### config.mk
export PLATFORM = sky130hd
export DESIGN_NAME = s7c_queue
export DESIGN_NICKNAME = d
export VERILOG_FILES = /design/src/hdl/s7c_pkg.sv /design/src/hdl/s7c_queue.sv
export VERILOG_INCLUDE_DIRS = /design/src /design/src/hdl
export SDC_FILE = /design/constraint.sdc
export NUM_CORES = 1
export LEC_CHECK = 0
export BUFFER_PORTS_ARGS = -buffer_cell sky130_fd_sc_hd__buf_2
export CAP_MARGIN = 20
export CORE_MARGIN = 5
export CORE_UTILIZATION = 45
export DETAILED_ROUTE_END_ITERATION = 16
export PLACE_DENSITY = 0.73
export SYNTH_ARGS = -nofsm -noshare
export SYNTH_HDL_FRONTEND = slang
export SYNTH_SLANG_ARGS = --single-unit
### constraint.sdc
create_clock -name clk -period 2.52 [get_ports clk]
set_input_delay 0.504 -clock clk [delete_from_list [all_inputs] [get_ports clk]]
set_output_delay 0.504 -clock clk [all_outputs]
set_load 0.03 [all_outputs]
### src/hdl/assert_macros.svh
// Assertion macros shared by the RTL files of the seven-segment command block.
// Depends on nothing; take it in with an include of the bare file name.
`ifndef ASSERT_MACROS_SVH
`define ASSERT_MACROS_SVH

// Check a condition at every rising edge outside reset.
`define S7C_ASSERT(name, clock, reset, cond, msg) \
  name: assert property (@(posedge clock) disable iff (reset) (cond)) else $error(msg);

// Check a consequence in the cycle after its trigger, outside reset.
`define S7C_ASSERT_NEXT(name, clock, reset, trig, cons, msg) \
  name: assert property (@(posedge clock) disable iff (reset) (trig) |=> (cons)) \
    else $error(msg);

`endif

### src/hdl/s7c_pkg.sv
// Package for the seven-segment command block: widths, segment codes, decoder.
// Depends on nothing; used by scoped names from every module of the block.
`timescale 1ns / 1ps

package s7c_pkg;

  localparam int VALUE_W   = 32;
  localparam int DIGIT_W   = 4;
  localparam int ADDR_W    = 4;
  localparam int SEG_W     = 8;

  // Reciprocal of ten: floor(x * MULT / 2^35) == x / 10 for every 32-bit x.
  localparam logic [VALUE_W-1:0] DIV10_MULT  = 32'hCCCC_CCCD;
  localparam int                 DIV10_SHIFT = 35;

  localparam logic [SEG_W-1:0] SEG_OFF   = 8'h00;
  localparam logic [SEG_W-1:0] SEG_MINUS = 8'h01;

  // Status of the queue between the front and the back.
  typedef struct packed {
    logic full;
    logic empty;
  } q_status_t;

  // Decimal digit to segments A..G in bits 6..0.
  function automatic logic [SEG_W-1:0] seg_decode(input logic [DIGIT_W-1:0] digit);
    logic [SEG_W-1:0] seg;
    unique case (digit)
      4'd0:    seg = 8'h7E;
      4'd1:    seg = 8'h30;
      4'd2:    seg = 8'h6D;
      4'd3:    seg = 8'h79;
      4'd4:    seg = 8'h33;
      4'd5:    seg = 8'h5B;
      4'd6:    seg = 8'h5F;
      4'd7:    seg = 8'h70;
      4'd8:    seg = 8'h7F;
      4'd9:    seg = 8'h7B;
      default: seg = SEG_OFF;
    endcase
    return seg;
  endfunction

endpackage

### src/hdl/s7c_queue.sv
// Two-entry queue between the front and the back of the seven-segment block.
// Depends on s7c_pkg and assert_macros.svh.
`timescale 1ns / 1ps
`include "assert_macros.svh"

module s7c_queue #(
  parameter int WIDTH = 33
) (
  input  logic               clk,
  input  logic               rst,
  input  logic               wr_en,
  input  logic [WIDTH-1:0]   wr_data,
  input  logic               rd_en,
  output logic [WIDTH-1:0]   rd_data,
  output s7c_pkg::q_status_t status
);

  logic [1:0][WIDTH-1:0] mem;
  logic                  wr_ptr;
  logic                  rd_ptr;
  logic [1:0]            count;

  assign status.full  = (count == 2'd2);
  assign status.empty = (count == 2'd0);
  assign rd_data      = mem[rd_ptr];

  always_ff @(posedge clk) begin
    if (rst) begin
      wr_ptr <= 1'b0;
      rd_ptr <= 1'b0;
      count  <= 2'd0;
    end else begin
      if (wr_en) begin
        wr_ptr <= ~wr_ptr;
      end
      if (rd_en) begin
        rd_ptr <= ~rd_ptr;
      end
      count <= count + {1'b0, wr_en} - {1'b0, rd_en};
    end
  end

  always_ff @(posedge clk) begin
    if (wr_en) begin
      mem[wr_ptr] <= wr_data;
    end
  end

  `S7C_ASSERT(a_q_no_overflow, clk, rst, !(wr_en && status.full), "queue written while full")
  `S7C_ASSERT(a_q_no_underflow, clk, rst, !(rd_en && status.empty), "queue read while empty")
  `S7C_ASSERT(a_q_count_range, clk, rst, count != 2'd3, "queue count out of range")

endmodule

==> After elaboration in Yosys (flattened, before gate mapping) <==
Cells that the tools add are included.
{ "op_classes": {"n_mux": 5, "eq_ne": 1, "n_reduce_logical": 2, "shift": 0, "order_cmp": 3, "div": 0, "n_mul": 0, "addsub": 2, "bitwise": 2} }
{ "op_table": {"columns": ["op", "count"], "rows": [
  ["$mux W33", 3],
  ["$bwmux W66", 1],
  ["$demux W33 S1", 1],
  ["$lt A1 B2 Y1 const B", 2],
  ["$add A2 B1 Y2", 1],
  ["$eq A2 B2 Y1 const B", 1],
  ["$logic_not A2 Y1", 1],
  ["$not A1 Y1", 2],
  ["$sub A2 B1 Y2", 1],
  ["$ge A1 B1 Y1 const B", 1],
  ["$logic_and A1 B1 Y1", 1]
]} }
{ "totals": {"mem_bits_rw": 0, "word_cells": 20, "out_inout_bits": 35, "n_memories": 0, "mem_bits_ro": 0, "latch_bits": 0, "in_bits": 37, "reg_bits": 70} }

==> Longest topological paths before layout <==
{ "depth": {"word_depth": 5, "ltp_mapped": 6, "ltp_nobuf": 6} }

==> Least setup slack after synthesis <==
No wires, ideal clock.
{ "synth_timing": {"kind": "input -> register", "from": "in wr_en", "to": "reg mem[0] (netlist bit) (enable)", "setup_ps": 427, "required_time_ps": 2093, "path_buffers": 0, "setup_slack_ps": 99, "arrival_time_ps": 1994, "path_stages": 1, "cell_sequence": "nor2b_1"} }
{ "synth_lines": {"columns": ["element", "line", "rtl"], "rows": [
  ["start: declaration", "s7c_queue.sv:11", "input logic wr_en,"],
  ["end signal: indexed assignment", "s7c_queue.sv:45", "mem[wr_ptr] <= wr_data;"],
  ["end: declaration", "s7c_queue.sv:18", "logic [1:0][WIDTH-1:0] mem;"]
]} }
No word-level cell between the ends.

==> Worst setup path after layout <==
{ "layout_timing": {"from": "reg rd_ptr", "to": "out rd_data[29]"} }
{ "layout_via": {"elab_chain_cells": 2} }
{ "layout_lines": {"columns": ["element", "line", "rtl"], "rows": [
  ["start: declaration", "s7c_queue.sv:20", "logic rd_ptr;"],
  ["start signal: assignment", "s7c_queue.sv:37", "rd_ptr <= ~rd_ptr;"],
  ["$mux W33 (implied by the code) (2 in series)", "s7c_queue.sv:25", "assign rd_data = mem[rd_ptr];"],
  ["end: declaration", "s7c_queue.sv:14", "output logic [WIDTH-1:0] rd_data,"]
]} }
Every way passes these cells. The select of a mux whose other input is x is not followed.

==> out/summary.json <==
{
  "status": {
    "status": "finished, final reports clean"
  },
  "floorplanning": {
    "floorplan.rows": 28,
    "dieHeight_um": 87.8,
    "io-pin-count": 72,
    "design.die.area_sq_um": 7710,
    "die_w_um": 87.8,
    "fp.coreArea_sq_um": 5920,
    "start_util_pct": 46.0
  },
  "routing": {
    "number_of_iterations_in_the_first_detailed_routing_pass": 4,
    "routed_wire_length_per_instance_um": 15.0,
    "wl_met1_mm": 1.62,
    "detailroute.via_count": 1335,
    "drtIter0Drc": 39,
    "detail_route.vias_per_cell": 4.70,
    "postRouteAntennaNets": 0,
    "met2WireLength_mm": 2.20,
    "top_layer_used": "met4",
    "detail_route.wirelength_mm": 4.27,
    "drc_errors": 0,
    "routed-wl-met3_um": 380
  },
  "flow_run": {
    "count_of_max_cap_constraint_violations": 0
  },
  "timing": {
    "slew-limit-headroom_pct": 71.7,
    "hold_violations": 0,
    "final-setup-viol-count": 0,
    "fin_worst_skew_ns": 0.00476,
    "period_share_pct": 82.9,
    "timing_worst_slew_pin_value_ns": 0.425,
    "setup-tns-final_ns": 0,
    "slew_violations": 0,
    "max_clock_freq_mhz": 479,
    "rsz0062_at_grt": "no",
    "finalWorstPathRequiredPeriod_ns": 2.09
  },
  "logic_synthesis": {
    "number_of_enable_type_register_cells_in_the_synthesized_netlist": 66,
    "synth_async_sr_flop_share_pct": 0,
    "synth-seq-cells": 70,
    "syn-cell-area_sq_um": 2730,
    "synth.yosys.seq_area_share_pct": 75.6,
    "synth_largest_area_cell": "sky130_fd_sc_hd__edfxtp_1",
    "syn_nets": 161,
    "postSynthAreaPerCell_sq_um": 22.3,
    "synth.top_cells.by_area": "sky130_fd_sc_hd__edfxtp_1 (73%), sky130_fd_sc_hd__mux2_4 (16%), sky130_fd_sc_hd__dfxtp_1 (2.9%), sky130_fd_sc_hd__buf_12 (2.2%), sky130_fd_sc_hd__mux2_2 (1.7%)",
    "yosys_warnings": 0,
    "postSynth.topFlopCell": "sky130_fd_sc_hd__edfxtp_1",
    "synth_largest_type_area_fraction_pct": 72.7,
    "post_synth_inst_count": 122,
    "number_of_library_cell_types_mapped_by_synthesis": 13,
    "yosysMostFrequentCell": "sky130_fd_sc_hd__edfxtp_1",
    "netlist_top_cells_count": "sky130_fd_sc_hd__edfxtp_1 (66), sky130_fd_sc_hd__mux2_4 (29), sky130_fd_sc_hd__dfxtp_1 (4), sky130_fd_sc_hd__mux2_2 (4), sky130_fd_sc_hd__nor2_1 (4)"
  },
  "clocking": {
    "worst_skew_pair_latency_ns": 0.33,
    "clockBufferDepth": 2,
    "post_cts.resized_instances": 0,
    "cts_bufs_inserted": 9,
    "postcts_setup_bufs": 0,
    "tritoncts": "done",
    "reg_clk_slew_reported_paths_ns": 0.07,
    "root_buffer": "sky130_fd_sc_hd__clkbuf_8",
    "h_tree_depth": 3,
    "cts_sinks": 70,
    "post_cts_hold_buffer_count": 0
  },
  "placed_design": {
    "io_buffer_count": 71,
    "place.gp.congestion": 0.654,
    "placed_cell_area_sq_um": 3140,
    "placed_cells_incl_taps": 268,
    "post_dp_hpwl_mm": 3.03
  },
  "finish": {
    "stdcell_count": 284,
    "num_antenna_cells": 0,
    "finish.net_count": 243,
    "post_route_cells_drive_above_1_share_pct": 60.3,
    "fin_util_pct": 56.3,
    "area_growth_pct": 22.3,
    "final_area_sq_um": 3330
  },
  "critical_path": {
    "critical-path-max-stage-delay_ns": 0.39,
    "startpoint_type": "flip-flop",
    "crit_path_cell_trace": "buf_4 -> mux2_2 -> buf_2",
    "crit_path_end_kind": "output port",
    "cp_max_fo": 24,
    "worstSetupPathType": "flip-flop to output port",
    "worst_path_max_delay_cell": "sky130_fd_sc_hd__mux2_2",
    "family_with_the_most_delay_on_the_worst_path": "buffers and inverters",
    "critical_path_buf_inv_count": 2,
    "timing.critical_path.arrival_ns": 1.59,
    "data_required_time_at_the_worst_endpoint_ns": 2.02
  },
  "global_routing": {
    "number_of_antenna_violations_at_the_first_check_in_global_routing": 0,
    "overflow": 0,
    "gr-usage-all-layers_pct": 12.0,
    "grt_start_max_net_pins": 25,
    "wire_length_of_the_first_global_routing_pass_mm": 6.56,
    "grt_pass1_vias": 1376
  },
  "pwr": {
    "p_int_mw": 1.99,
    "power.clock.fraction_pct": 31.3,
    "power.ir.vdd_worst_mv": 0.384,
    "share_seq_of_total_power_pct": 51.8,
    "pwr-share-comb_pct": 16.9,
    "power_switching_share_pct": 25.2,
    "power-per-cell-area_nw_per_um2": 799,
    "p_leak_nw": 1.35,
    "p_sw_uw": 672,
    "design_power_total_mw": 2.66
  },
  "min_path": {
    "holdCritPathClass": "primary input to flip-flop"
  }
}
state kept, by name (all words and copies together) (netlist names):
name / count
mem: 66
count: 2
rd_ptr: 1
wr_ptr: 1
final timing paths:
check / startpoint / to / slack, ns / cells past startpoint
min reg2reg: wr_ptr / wr_ptr / 0.59 / 2
max reg2reg: wr_ptr / mem[36] / 1.08 / 2
min: wr_data[22] / mem[55] / 0.36 / 1
max: rd_ptr / rd_data[29] / 0.43 / 3
metrics by stage:
stage          setup slack (ns)  hold WS, ns
2_1_floorplan            0.0986        0.496
3_3_place_gp              0.776        0.566
3_5_place_dp              0.745        0.579
4_1_cts                   0.373        0.341
5_1_grt                   0.321        0.326
6_report                  0.431        0.364
kinds of logic (layout without fill, tap and decap cells):
group / after synthesis / count (layout) / share of synthesized area, %
xor+xnor: 3 / 3 / 1.47
fa+ha+maj: 2 / 2 / 0.918
buf+inv: 6 / 93 / 2.89
flops: 70 / 70 / 75.6
mux: 33 / 33 / 17.6
simple gates: 8 / 8 / 1.47
routing by layer:
layer	vias to the layer above	track usage, %
met5	-	0
met4	0	6.28
met3	6	5.36
met2	47	19.5
met1	651	13.3
li1	631	-
layout by cell type (no fill, tap or decap):
cell / netlist / final
sky130_fd_sc_hd__nor2b_4: 0 / 1
sky130_fd_sc_hd__clkbuf_8: 0 / 9
sky130_fd_sc_hd__buf_4: 0 / 4
sky130_fd_sc_hd__xnor2_1: 2 / 2
sky130_fd_sc_hd__clkinv_2: 0 / 3
sky130_fd_sc_hd__clkinv_1: 0 / 1
sky130_fd_sc_hd__ha_1: 2 / 2
sky130_fd_sc_hd__xnor3_1: 1 / 1
sky130_fd_sc_hd__clkinv_4: 0 / 1
sky130_fd_sc_hd__nor2b_1: 3 / 2
sky130_fd_sc_hd__nor2_1: 4 / 4
sky130_fd_sc_hd__mux2_4: 29 / 29
sky130_fd_sc_hd__inv_1: 2 / 2
sky130_fd_sc_hd__clkinvlp_4: 0 / 1
sky130_fd_sc_hd__dfxtp_1: 4 / 3
sky130_fd_sc_hd__mux2_2: 4 / 4
sky130_fd_sc_hd__buf_2: 0 / 71
sky130_fd_sc_hd__and2_2: 0 / 1
sky130_fd_sc_hd__dfxtp_2: 0 / 1
sky130_fd_sc_hd__bufinv_16: 0 / 1
sky130_fd_sc_hd__edfxtp_1: 66 / 66
cell type report:
| class | instances | area, sq um |
|---|---|---|
| Sequential cell | 70 | 2060 |
| Multi-Input combinational cell | 46 | 594 |
| Clock buffer | 9 | 124 |
| Inverter | 2 | 7.51 |
| Timing Repair Buffer | 75 | 385 |
| Tap cell | 75 | 93.8 |
| Clock inverter | 7 | 65.1 |
| Fill cell | 477 | 2590 |
power groups by stage:
stage               clock network (mW)  logic, mW  registers, mW
detailed placement                   0      0.458           1.41
floorplan                            0      0.351           1.40
global placement                     0      0.453           1.40
CTS                              0.863      0.459           1.38
finish                           0.834      0.450           1.38
global route                     0.934      0.481           1.39
Note: power is estimated with default switching activity, not from simulation.
