[config.mk]
export PLATFORM = sky130hd
export DESIGN_NAME = s7c_back
export DESIGN_NICKNAME = d
export VERILOG_FILES = /design/src/hdl/s7c_pkg.sv /design/src/hdl/s7c_back.sv
export VERILOG_INCLUDE_DIRS = /design/src /design/src/hdl
export SDC_FILE = /design/constraint.sdc
export NUM_CORES = 1
export LEC_CHECK = 0
export ABC_AREA = 1
export BUFFER_PORTS_ARGS = -buffer_cell sky130_fd_sc_hd__buf_2
export CAP_MARGIN = 20
export CORE_UTILIZATION = 57
export CTS_CLUSTER_SIZE = 12
export DETAILED_ROUTE_END_ITERATION = 10
export GPL_ROUTABILITY_DRIVEN = 0
export GPL_TIMING_DRIVEN = 0
export PLACE_DENSITY = 0.88
export SLEW_MARGIN = 0
export SYNTH_ARGS = -nofsm -noshare
export SYNTH_HDL_FRONTEND = slang
export SYNTH_SLANG_ARGS = --single-unit
[constraint.sdc]
create_clock -name clk -period 4.76 [get_ports clk]
set_clock_uncertainty 0.2 [all_clocks]
set_input_delay 0 -clock clk [delete_from_list [all_inputs] [get_ports clk]]
set_output_delay 0 -clock clk [all_outputs]
set_load 0.005 [all_outputs]
[src/hdl/assert_macros.svh]
// Assertion macros shared by the RTL files of the seven-segment command block.
// Depends on nothing; take it in with an include of the bare file name.
`ifndef ASSERT_MACROS_SVH
`define ASSERT_MACROS_SVH

// Check a condition at every rising edge outside reset.
`define S7C_ASSERT(name, clock, reset, cond, msg) \
  name: assert property (@(posedge clock) disable iff (reset) (cond)) else $error(msg);

// Check a consequence in the cycle after its trigger, outside reset.
`define S7C_ASSERT_NEXT(name, clock, reset, trig, cons, msg) \
  name: assert property (@(posedge clock) disable iff (reset) (trig) |=> (cons)) \
    else $error(msg);

`endif

[src/hdl/s7c_pkg.sv]
// Package for the seven-segment command block: widths, segment codes, decoder.
// Depends on nothing; used by scoped names from every module of the block.
`timescale 1ns / 1ps

package s7c_pkg;

  localparam int VALUE_W   = 32;
  localparam int DIGIT_W   = 4;
  localparam int ADDR_W    = 4;
  localparam int SEG_W     = 8;

  // Reciprocal of ten: floor(x * MULT / 2^35) == x / 10 for every 32-bit x.
  localparam logic [VALUE_W-1:0] DIV10_MULT  = 32'hCCCC_CCCD;
  localparam int                 DIV10_SHIFT = 35;

  localparam logic [SEG_W-1:0] SEG_OFF   = 8'h00;
  localparam logic [SEG_W-1:0] SEG_MINUS = 8'h01;

  // Status of the queue between the front and the back.
  typedef struct packed {
    logic full;
    logic empty;
  } q_status_t;

  // Decimal digit to segments A..G in bits 6..0.
  function automatic logic [SEG_W-1:0] seg_decode(input logic [DIGIT_W-1:0] digit);
    logic [SEG_W-1:0] seg;
    unique case (digit)
      4'd0:    seg = 8'h7E;
      4'd1:    seg = 8'h30;
      4'd2:    seg = 8'h6D;
      4'd3:    seg = 8'h79;
      4'd4:    seg = 8'h33;
      4'd5:    seg = 8'h5B;
      4'd6:    seg = 8'h5F;
      4'd7:    seg = 8'h70;
      4'd8:    seg = 8'h7F;
      4'd9:    seg = 8'h7B;
      default: seg = SEG_OFF;
    endcase
    return seg;
  endfunction

endpackage

[src/hdl/s7c_back.sv]
// Back part: blanks leading zeros, places the sign, emits one command per beat.
// Depends on s7c_pkg and assert_macros.svh; reads entries from s7c_queue.
`timescale 1ns / 1ps
`include "assert_macros.svh"

module s7c_back #(
  parameter int DIGITS = 8
) (
  input  logic                                 clk,
  input  logic                                 rst,
  input  s7c_pkg::q_status_t                   q_status,
  input  logic [DIGITS*s7c_pkg::DIGIT_W:0]     q_data,
  output logic                                 q_pop,
  output logic                                 empty,
  input  logic                                 pop,
  output logic [s7c_pkg::ADDR_W-1:0]           digit_address,
  output logic [s7c_pkg::SEG_W-1:0]            segment_pattern,
  output logic                                 last
);

  localparam logic [s7c_pkg::ADDR_W-1:0] ADDR_FIRST = s7c_pkg::ADDR_W'(DIGITS);
  localparam logic [s7c_pkg::ADDR_W-1:0] ADDR_LAST  = s7c_pkg::ADDR_W'(1);

  logic                                      active;
  logic [s7c_pkg::ADDR_W-1:0]                addr;
  logic [DIGITS-1:0][s7c_pkg::SEG_W-1:0]     pats;

  logic                                      neg;
  logic [DIGITS-1:0][s7c_pkg::DIGIT_W-1:0]   dig;
  logic [DIGITS-1:0]                         blank;
  logic [DIGITS-1:0]                         minus;
  logic [DIGITS-1:0][s7c_pkg::SEG_W-1:0]     pats_load;
  logic                                      advance;

  assign neg = q_data[DIGITS*s7c_pkg::DIGIT_W];
  assign dig = q_data[DIGITS*s7c_pkg::DIGIT_W-1:0];

  // Leading zeros blank, the rightmost position never does.
  always_comb begin
    for (int i = 0; i < DIGITS; i++) begin
      if (i == DIGITS - 1) begin
        blank[i] = 1'b0;
      end else if (i == 0) begin
        blank[i] = (dig[i] == '0);
      end else begin
        blank[i] = blank[i-1] && (dig[i] == '0);
      end
    end
  end

  // Sign sits just left of the first shown digit, or on the leading one.
  always_comb begin
    for (int i = 0; i < DIGITS; i++) begin
      if (i == DIGITS - 1) begin
        minus[i] = neg && (i == 0);
      end else begin
        minus[i] = neg && ((blank[i] && !blank[i+1]) || (i == 0 && !blank[i]));
      end
      if (minus[i]) begin
        pats_load[i] = s7c_pkg::SEG_MINUS;
      end else if (blank[i]) begin
        pats_load[i] = s7c_pkg::SEG_OFF;
      end else begin
        pats_load[i] = s7c_pkg::seg_decode(dig[i]);
      end
    end
  end

  assign empty           = !active;
  assign digit_address   = addr;
  assign segment_pattern = pats[0];
  assign last            = (addr == ADDR_LAST);
  assign advance         = active && pop;
  assign q_pop           = !q_status.empty && (!active || (advance && last));

  always_ff @(posedge clk) begin
    if (rst) begin
      active <= 1'b0;
      addr   <= ADDR_FIRST;
    end else if (q_pop) begin
      active <= 1'b1;
      addr   <= ADDR_FIRST;
    end else if (advance) begin
      active <= !last;
      addr   <= addr - ADDR_LAST;
    end
  end

  always_ff @(posedge clk) begin
    if (q_pop) begin
      pats <= pats_load;
    end else if (advance) begin
      for (int i = 0; i < DIGITS - 1; i++) begin
        pats[i] <= pats[i+1];
      end
      pats[DIGITS-1] <= s7c_pkg::SEG_OFF;
    end
  end

  `S7C_ASSERT(a_back_addr_range, clk, rst, !active || (addr >= ADDR_LAST && addr <= ADDR_FIRST), "address out of range")
  `S7C_ASSERT_NEXT(a_back_step, clk, rst, advance && !last, active && addr == $past(addr) - ADDR_LAST, "address did not step down")

endmodule

== Word level (Yosys, flattened, before mapping) ==
Memories as Yosys holds them, arrays and structs flattened.
Index checks and enable logic that the tools add are counted.

* Flip-flop bits (word level): 69
* Latch bits: 0
* Memory bits (writable): 0
* Bits in read-only memories: 896
* Bits of input ports: 38
* Output and inout bits: 15
* Word-level logic and storage cells: 81
* Memories: 8

{| class="wikitable"
|+ Memory list
! memory !! words !! bits a word !! read ports !! clocked after Yosys merged registers in !! wr ports !! line !! source
|-
| (name not given) || 16 || 7 || 1 || 0 || 0 || s7c_pkg.sv:28 || <nowiki>unique case (digit)</nowiki>
|-
| (name not given) || 16 || 7 || 1 || 0 || 0 || s7c_pkg.sv:28 ||
|-
| (name not given) || 16 || 7 || 1 || 0 || 0 || s7c_pkg.sv:28 ||
|-
| (name not given) || 16 || 7 || 1 || 0 || 0 || s7c_pkg.sv:28 ||
|-
| (name not given) || 16 || 7 || 1 || 0 || 0 || s7c_pkg.sv:28 ||
|-
| (name not given) || 16 || 7 || 1 || 0 || 0 || s7c_pkg.sv:28 ||
|-
| +2 memories || - || - || - || - || - || - ||
|}

* $add $sub $neg: 1
* Multiply operators: 0
* Div/mod/pow operators: 0
* $lt $le $gt $ge: 0
* Equal/unequal tests: 1
* Shifts and indexed selects: 0
* Multiplexer cells: 18
* Bitwise operators: 0
* Reduce and logical (&&, ||, !) cells: 43

{| class="wikitable"
|+ Operator list
! cell !! count
|-
| $mux W64 || 2
|-
| $mux W8 || 14
|-
| $logic_not A4 Y1 || 7
|-
| $logic_and A1 B1 Y1 || 22
|-
| $logic_not A1 Y1 || 10
|-
| $eq A4 B1 Y1 const B || 1
|-
| $sub A4 B1 Y4 const B || 1
|-
| $logic_or A1 B1 Y1 || 2
|-
| $mux W1 || 2
|-
| $reduce_bool A2 Y1 || 1
|-
| $reduce_or A2 Y1 || 1
|}

== Longest topological paths before layout ==
* Word-level depth: 12
* Gate-level depth with buffers: 10
* Mapped depth without buffers: 10

== Worst setup path before layout ==
OpenSTA, ideal clock, no wires.

* Path kind: flip-flop to flip-flop
* Start: register addr, in the netlist digit_address[1]
* End: register pats[10] (netlist name) (enable)
* Setup time: 639 ps
* Data arrival time: 2182 ps
* Setup slack: 1739 ps
* Cell stages (with the launch flop): 10
* Buffers on the path: 1
* Cells stage by stage: dfxtp_1 inv_1 ha_1 nand2_1 o21ai_1 inv_2 nor2_4 inv_2 clkbuf_1 nand2_1

* Word-level cells in the longest chain between the ends: 5

{| class="wikitable"
|+ RTL lines
! element !! line !! source
|-
| start, declared || s7c_back.sv:25 || <nowiki>logic [s7c_pkg::ADDR_W-1:0] addr;</nowiki>
|-
| start signal, assigned || s7c_back.sv:85 || <nowiki>addr <= addr - ADDR_LAST;</nowiki>
|-
| $eq A4 B1 Y1 || s7c_back.sv:72 || <nowiki>assign last = (addr == ADDR_LAST);</nowiki>
|-
| $logic_and A1 B1 Y1 || s7c_back.sv:74 || <nowiki>assign q_pop = !q_status.empty && (!active || (advance && last));</nowiki>
|-
| $logic_or A1 B1 Y1 || s7c_back.sv:74 ||
|-
| $logic_and A1 B1 Y1 || s7c_back.sv:74 ||
|-
| $reduce_bool A2 Y1 (no source line) || - ||
|-
| end signal, assigned || s7c_back.sv:91 || <nowiki>pats <= pats_load;</nowiki>
|-
| end signal, assigned by index || s7c_back.sv:94 || <nowiki>pats[i] <= pats[i+1];</nowiki>
|-
| end signal, assigned by index || s7c_back.sv:96 || <nowiki>pats[DIGITS-1] <= s7c_pkg::SEG_OFF;</nowiki>
|-
| end, declared || s7c_back.sv:26 || <nowiki>logic [DIGITS-1:0][s7c_pkg::SEG_W-1:0] pats;</nowiki>
|}

No other way between the ends.
A chain may end at the register's enable or synchronous reset.

== Final worst setup path ==
* Start: register addr, in the netlist digit_address[1]
* End: register pats[37] (netlist name) (enable)

Same word-level chain as after synthesis.

==> results by group <==
Timing
  • Final hold violation count: 0
  • Least-Margin Pin Slew: 0.6752 ns
  • Final setup vio count: 0
  • Slew Viols, Final: 0
  • Crit path time final: about 2.9 ns
  • Setup TNS: 0 ns
  • Final period utilization: about three fifths
  • Worst slew margin: between 50% and 60%
  • RSZ-0062 raised after global routing: false
  • Fmax: 0.3504 GHz

Route
  • DR WL met3: ~530 um
  • DRC: 0
  • Drt pass-1 iters: 4
  • WL per Instance: between 10 and 15 um
  • Via density: about 5.4
  • Initial DRC Count: 249
  • DR vias: around 3600
  • ANT nets after route: 0
  • Wl on met1: 3.437 mm
  • Met2 wire length: between 4 and 5 mm
  • Total wire length: around 8.9 mm
  • Top layer in use: met4

Setup path
  • Worst Setup Start Kind: register
  • CP max FO: 30
  • Setup CP Type: register to register
  • Nature of the critical path endpoint: register
  • Arrival time at the worst endpoint: 2.74 ns
  • Crit path required time: between 4 and 5 ns

Synthesis
  • Ys Warns: 0
  • Synthesized area per cell: just under 9 um^2
  • Seq cells post-synth: 61
  • Syn Inst Count: 477
  • Syn Nets: ~570
  • Distinct cells, synth: 36
  • Seq/Total Area, Yosys: approximately 43%
  • Post-Syn Area: 0.004178 mm^2

Clock network
  • CTS tree: yes
  • Clk root buf: clkbuf_8
  • Worst-path clk slew: roughly 0.07 ns
  • CTS buffer count: 9
  • Clk sink count: between 60 and 70
  • Htree depth: 3
  • Postcts setup bufs: 0
  • CTS Buffer Depth: 2
  • Clk_lat worst skew: roughly 0.34 ns

Layout
  • Layout cells sized above 1: 18.10%
  • Final Net Count: roughly 650
  • P&R area growth vs syn: 20.10%
  • Diode count: 0
  • Final Non-Filler Cells: between 600 and 700

Power and ir drop
  • Pwr per Cell Area: 278.7 mW/mm^2
  • P_leak: 2.413 nW
  • Worst vdd ir: ~180 uV
  • Tot Pwr: ~1.4 mW

Floorplanning
  • I/O pin cnt: between 50 and 60
  • Initial Util: roughly 60%
  • Num rows: 30
  • Die Area: roughly 0.0077 mm^2
  • Core area: a little under 0.007 mm^2
  • Die Ht: 87.61 um
  • Die extent in x: 87.61 um

Placed design
  • DP HPWL: roughly 6.5 mm
  • IO Port Bufs: 50
  • Placed cells: approximately 620

GRT
  • GRT overflow: 0
  • Global-route wire length before repair: 14.77 mm
  • Pin count of the biggest net entering global routing: 31
  • Gr usage total: between 20% and 30%
  • Initial antenna violation count: 0
  • Vias in the first global route: between 3000 and 4000

Job
  • Max Cap Violations: 0

Hold path
  • Worst Hold Class: primary input to register

Status
  • Status: complete, no violations
## kinds of logic after synthesis
| logic type | synth area share [%] |
|---|---|
| and+or+nand+nor | 23.57 |
| AOI/OAI and AO/OA | 10.45 |
| buffers and inverters | 7.607 |
| DFF | 42.65 |
| adders and majority gates | 14.97 |
| xor gates and xnor gates | 0.4194 |
| other | 0.08976 |
| muxes | 0.2396 |
## power by group
part	leakage (nW)	internal [mW]	switching (mW)
logic	1.72	0.106	0.159
registers	0.595	0.656	0.0166
clock network	0.0976	0.243	0.217
total	2.41	1.01	0.393
## final cells by class
type | count | area (um^2)
Timing Repair Buffer | 76 | 520.5
Clock buffer | 9 | 123.9
Sequential cell | 61 | 1782
Buffer | 18 | 111.4
Tap cell | 96 | 120.1
Fill cell | 493 | 1927
Clock inverter | 7 | 72.57
Multi-Input combinational cell | 343 | 2081
Inverter | 55 | 206.4
## final timing paths
check                                      from                            end  slack [ns]  cells after the start
setup / recovery  digit_address[1]$_SDFFE_PP0P_             pats[37]$_DFFE_PP_        1.91                     10
hold / removal                      q_status[0]  digit_address[3]$_SDFFE_PP1P_        0.05                      5
setup reg to reg  digit_address[1]$_SDFFE_PP0P_             pats[37]$_DFFE_PP_        1.91                     10
hold reg to reg   digit_address[1]$_SDFFE_PP0P_  digit_address[1]$_SDFFE_PP0P_        0.32                      2
## cell usage after synthesis
| cell | number | area share (%) |
|---|---|---|
| or2_2 | 7 | 1.0 |
| o31ai_1 | 4 | 0.72 |
| mux2i_1 | 1 | 0.24 |
| xnor2_1 | 1 | 0.21 |
| nor2_1 | 34 | 3.1 |
| a31oi_1 | 3 | 0.45 |
| o21ai_1 | 18 | 2.2 |
| inv_1 | 51 | 4.6 |
| dfxtp_1 | 5 | 2.4 |
| o211ai_1 | 5 | 0.90 |
| nand3_2 | 3 | 0.72 |
| nor2_4 | 1 | 0.27 |
| inv_2 | 4 | 0.36 |
| edfxtp_1 | 56 | 40 |
| nor2_2 | 2 | 0.30 |
| clkbuf_1 | 5 | 0.45 |
| nand3_4 | 2 | 0.84 |
| a21oi_1 | 23 | 2.8 |
| nand3b_1 | 2 | 0.36 |
| o21a_1 | 3 | 0.54 |
| o21bai_1 | 1 | 0.18 |
| o21ai_0 | 18 | 2.2 |
| nand3_1 | 31 | 3.7 |
| nand4_1 | 9 | 1.3 |
| a22oi_1 | 1 | 0.18 |
| buf_2 | 2 | 0.24 |
| conb_1 | 1 | 0.090 |
| nor2_8 | 2 | 0.96 |
| xor2_1 | 1 | 0.21 |
| a22o_1 | 2 | 0.42 |
| nor3_1 | 3 | 0.36 |
| nor3b_2 | 1 | 0.30 |
| ha_1 | 50 | 15 |
| nand2_1 | 113 | 10 |
| nand2_2 | 1 | 0.15 |
| buf_4 | 11 | 2.0 |
## routing by layer
layer	track usage, %	up-vias
met3	6.032	31
met2	46.09	136
met1	28.26	1667
li1	-	1760
met5	0	-
met4	10.88	0
## through the flow
step / hold slack [ns] / utilization [%] / instance area, um^2 / setup slack (ns)
global route: 0.09579 / 72.25 / 5017 / 1.681
finish: 0.04960 / 72.25 / 5017 / 1.906
floorplan: -0.1309 / - / 4178 / 1.739
global placement: -0.01431 / 65.50 / 4548 / 1.051
CTS: 0.04096 / 72.25 / 5017 / 1.960
detailed placement: -0.01379 / 65.82 / 4571 / 1.995
## flip-flops by register name, summed over array words and instances, names as in the netlist
register and count:
digit_address 4, active 1, segment_pattern 7, pats 49
## worst max-delay path, cell delays in order (launching register included)
cell	delay (ns)
dfxtp_1	0.37
inv_1	0.08
ha_1	0.17
nand2_1	0.09
o21ai_1	0.09
inv_2	0.09
nor2_4	0.04
inv_2	0.09
clkbuf_1	0.44
nand2_2	0.55
buf_12	0.36
## repair_timing
item | CTS | global route
gates resized for setup | 0 | 0
hold buffers | 25 | 0
hold endpoints to repair | 39 | 0
## layout by cell type, fill, tap and decap left out, types with 2 or more instances in the layout
| cell type | count |
|---|---|
| clkbuf_1 | 5 |
| or2_2 | 7 |
| o31ai_1 | 4 |
| buf_4 | 11 |
| o211ai_1 | 5 |
| buf_2 | 52 |
| nor3_1 | 3 |
| nor2_8 | 2 |
| clkbuf_8 | 9 |
| inv_2 | 4 |
| inv_1 | 51 |
| nor2_2 | 2 |
| ha_1 | 50 |
| o21a_1 | 3 |
| nand3_2 | 3 |
| o21ai_1 | 18 |
| nand2_1 | 112 |
| inv_6 | 2 |
| nand3_1 | 31 |
| dfxtp_1 | 5 |
| a22o_1 | 2 |
| a31oi_1 | 3 |
| nor2_1 | 34 |
| nand4_1 | 9 |
| o21ai_0 | 18 |
| dlygate4sd3_1 | 25 |
| nand2_2 | 2 |
| nand3_4 | 2 |
| edfxtp_1 | 56 |
| a21oi_1 | 23 |
| nand3b_1 | 2 |
No activity file was read; power rests on OpenSTA's default activity.
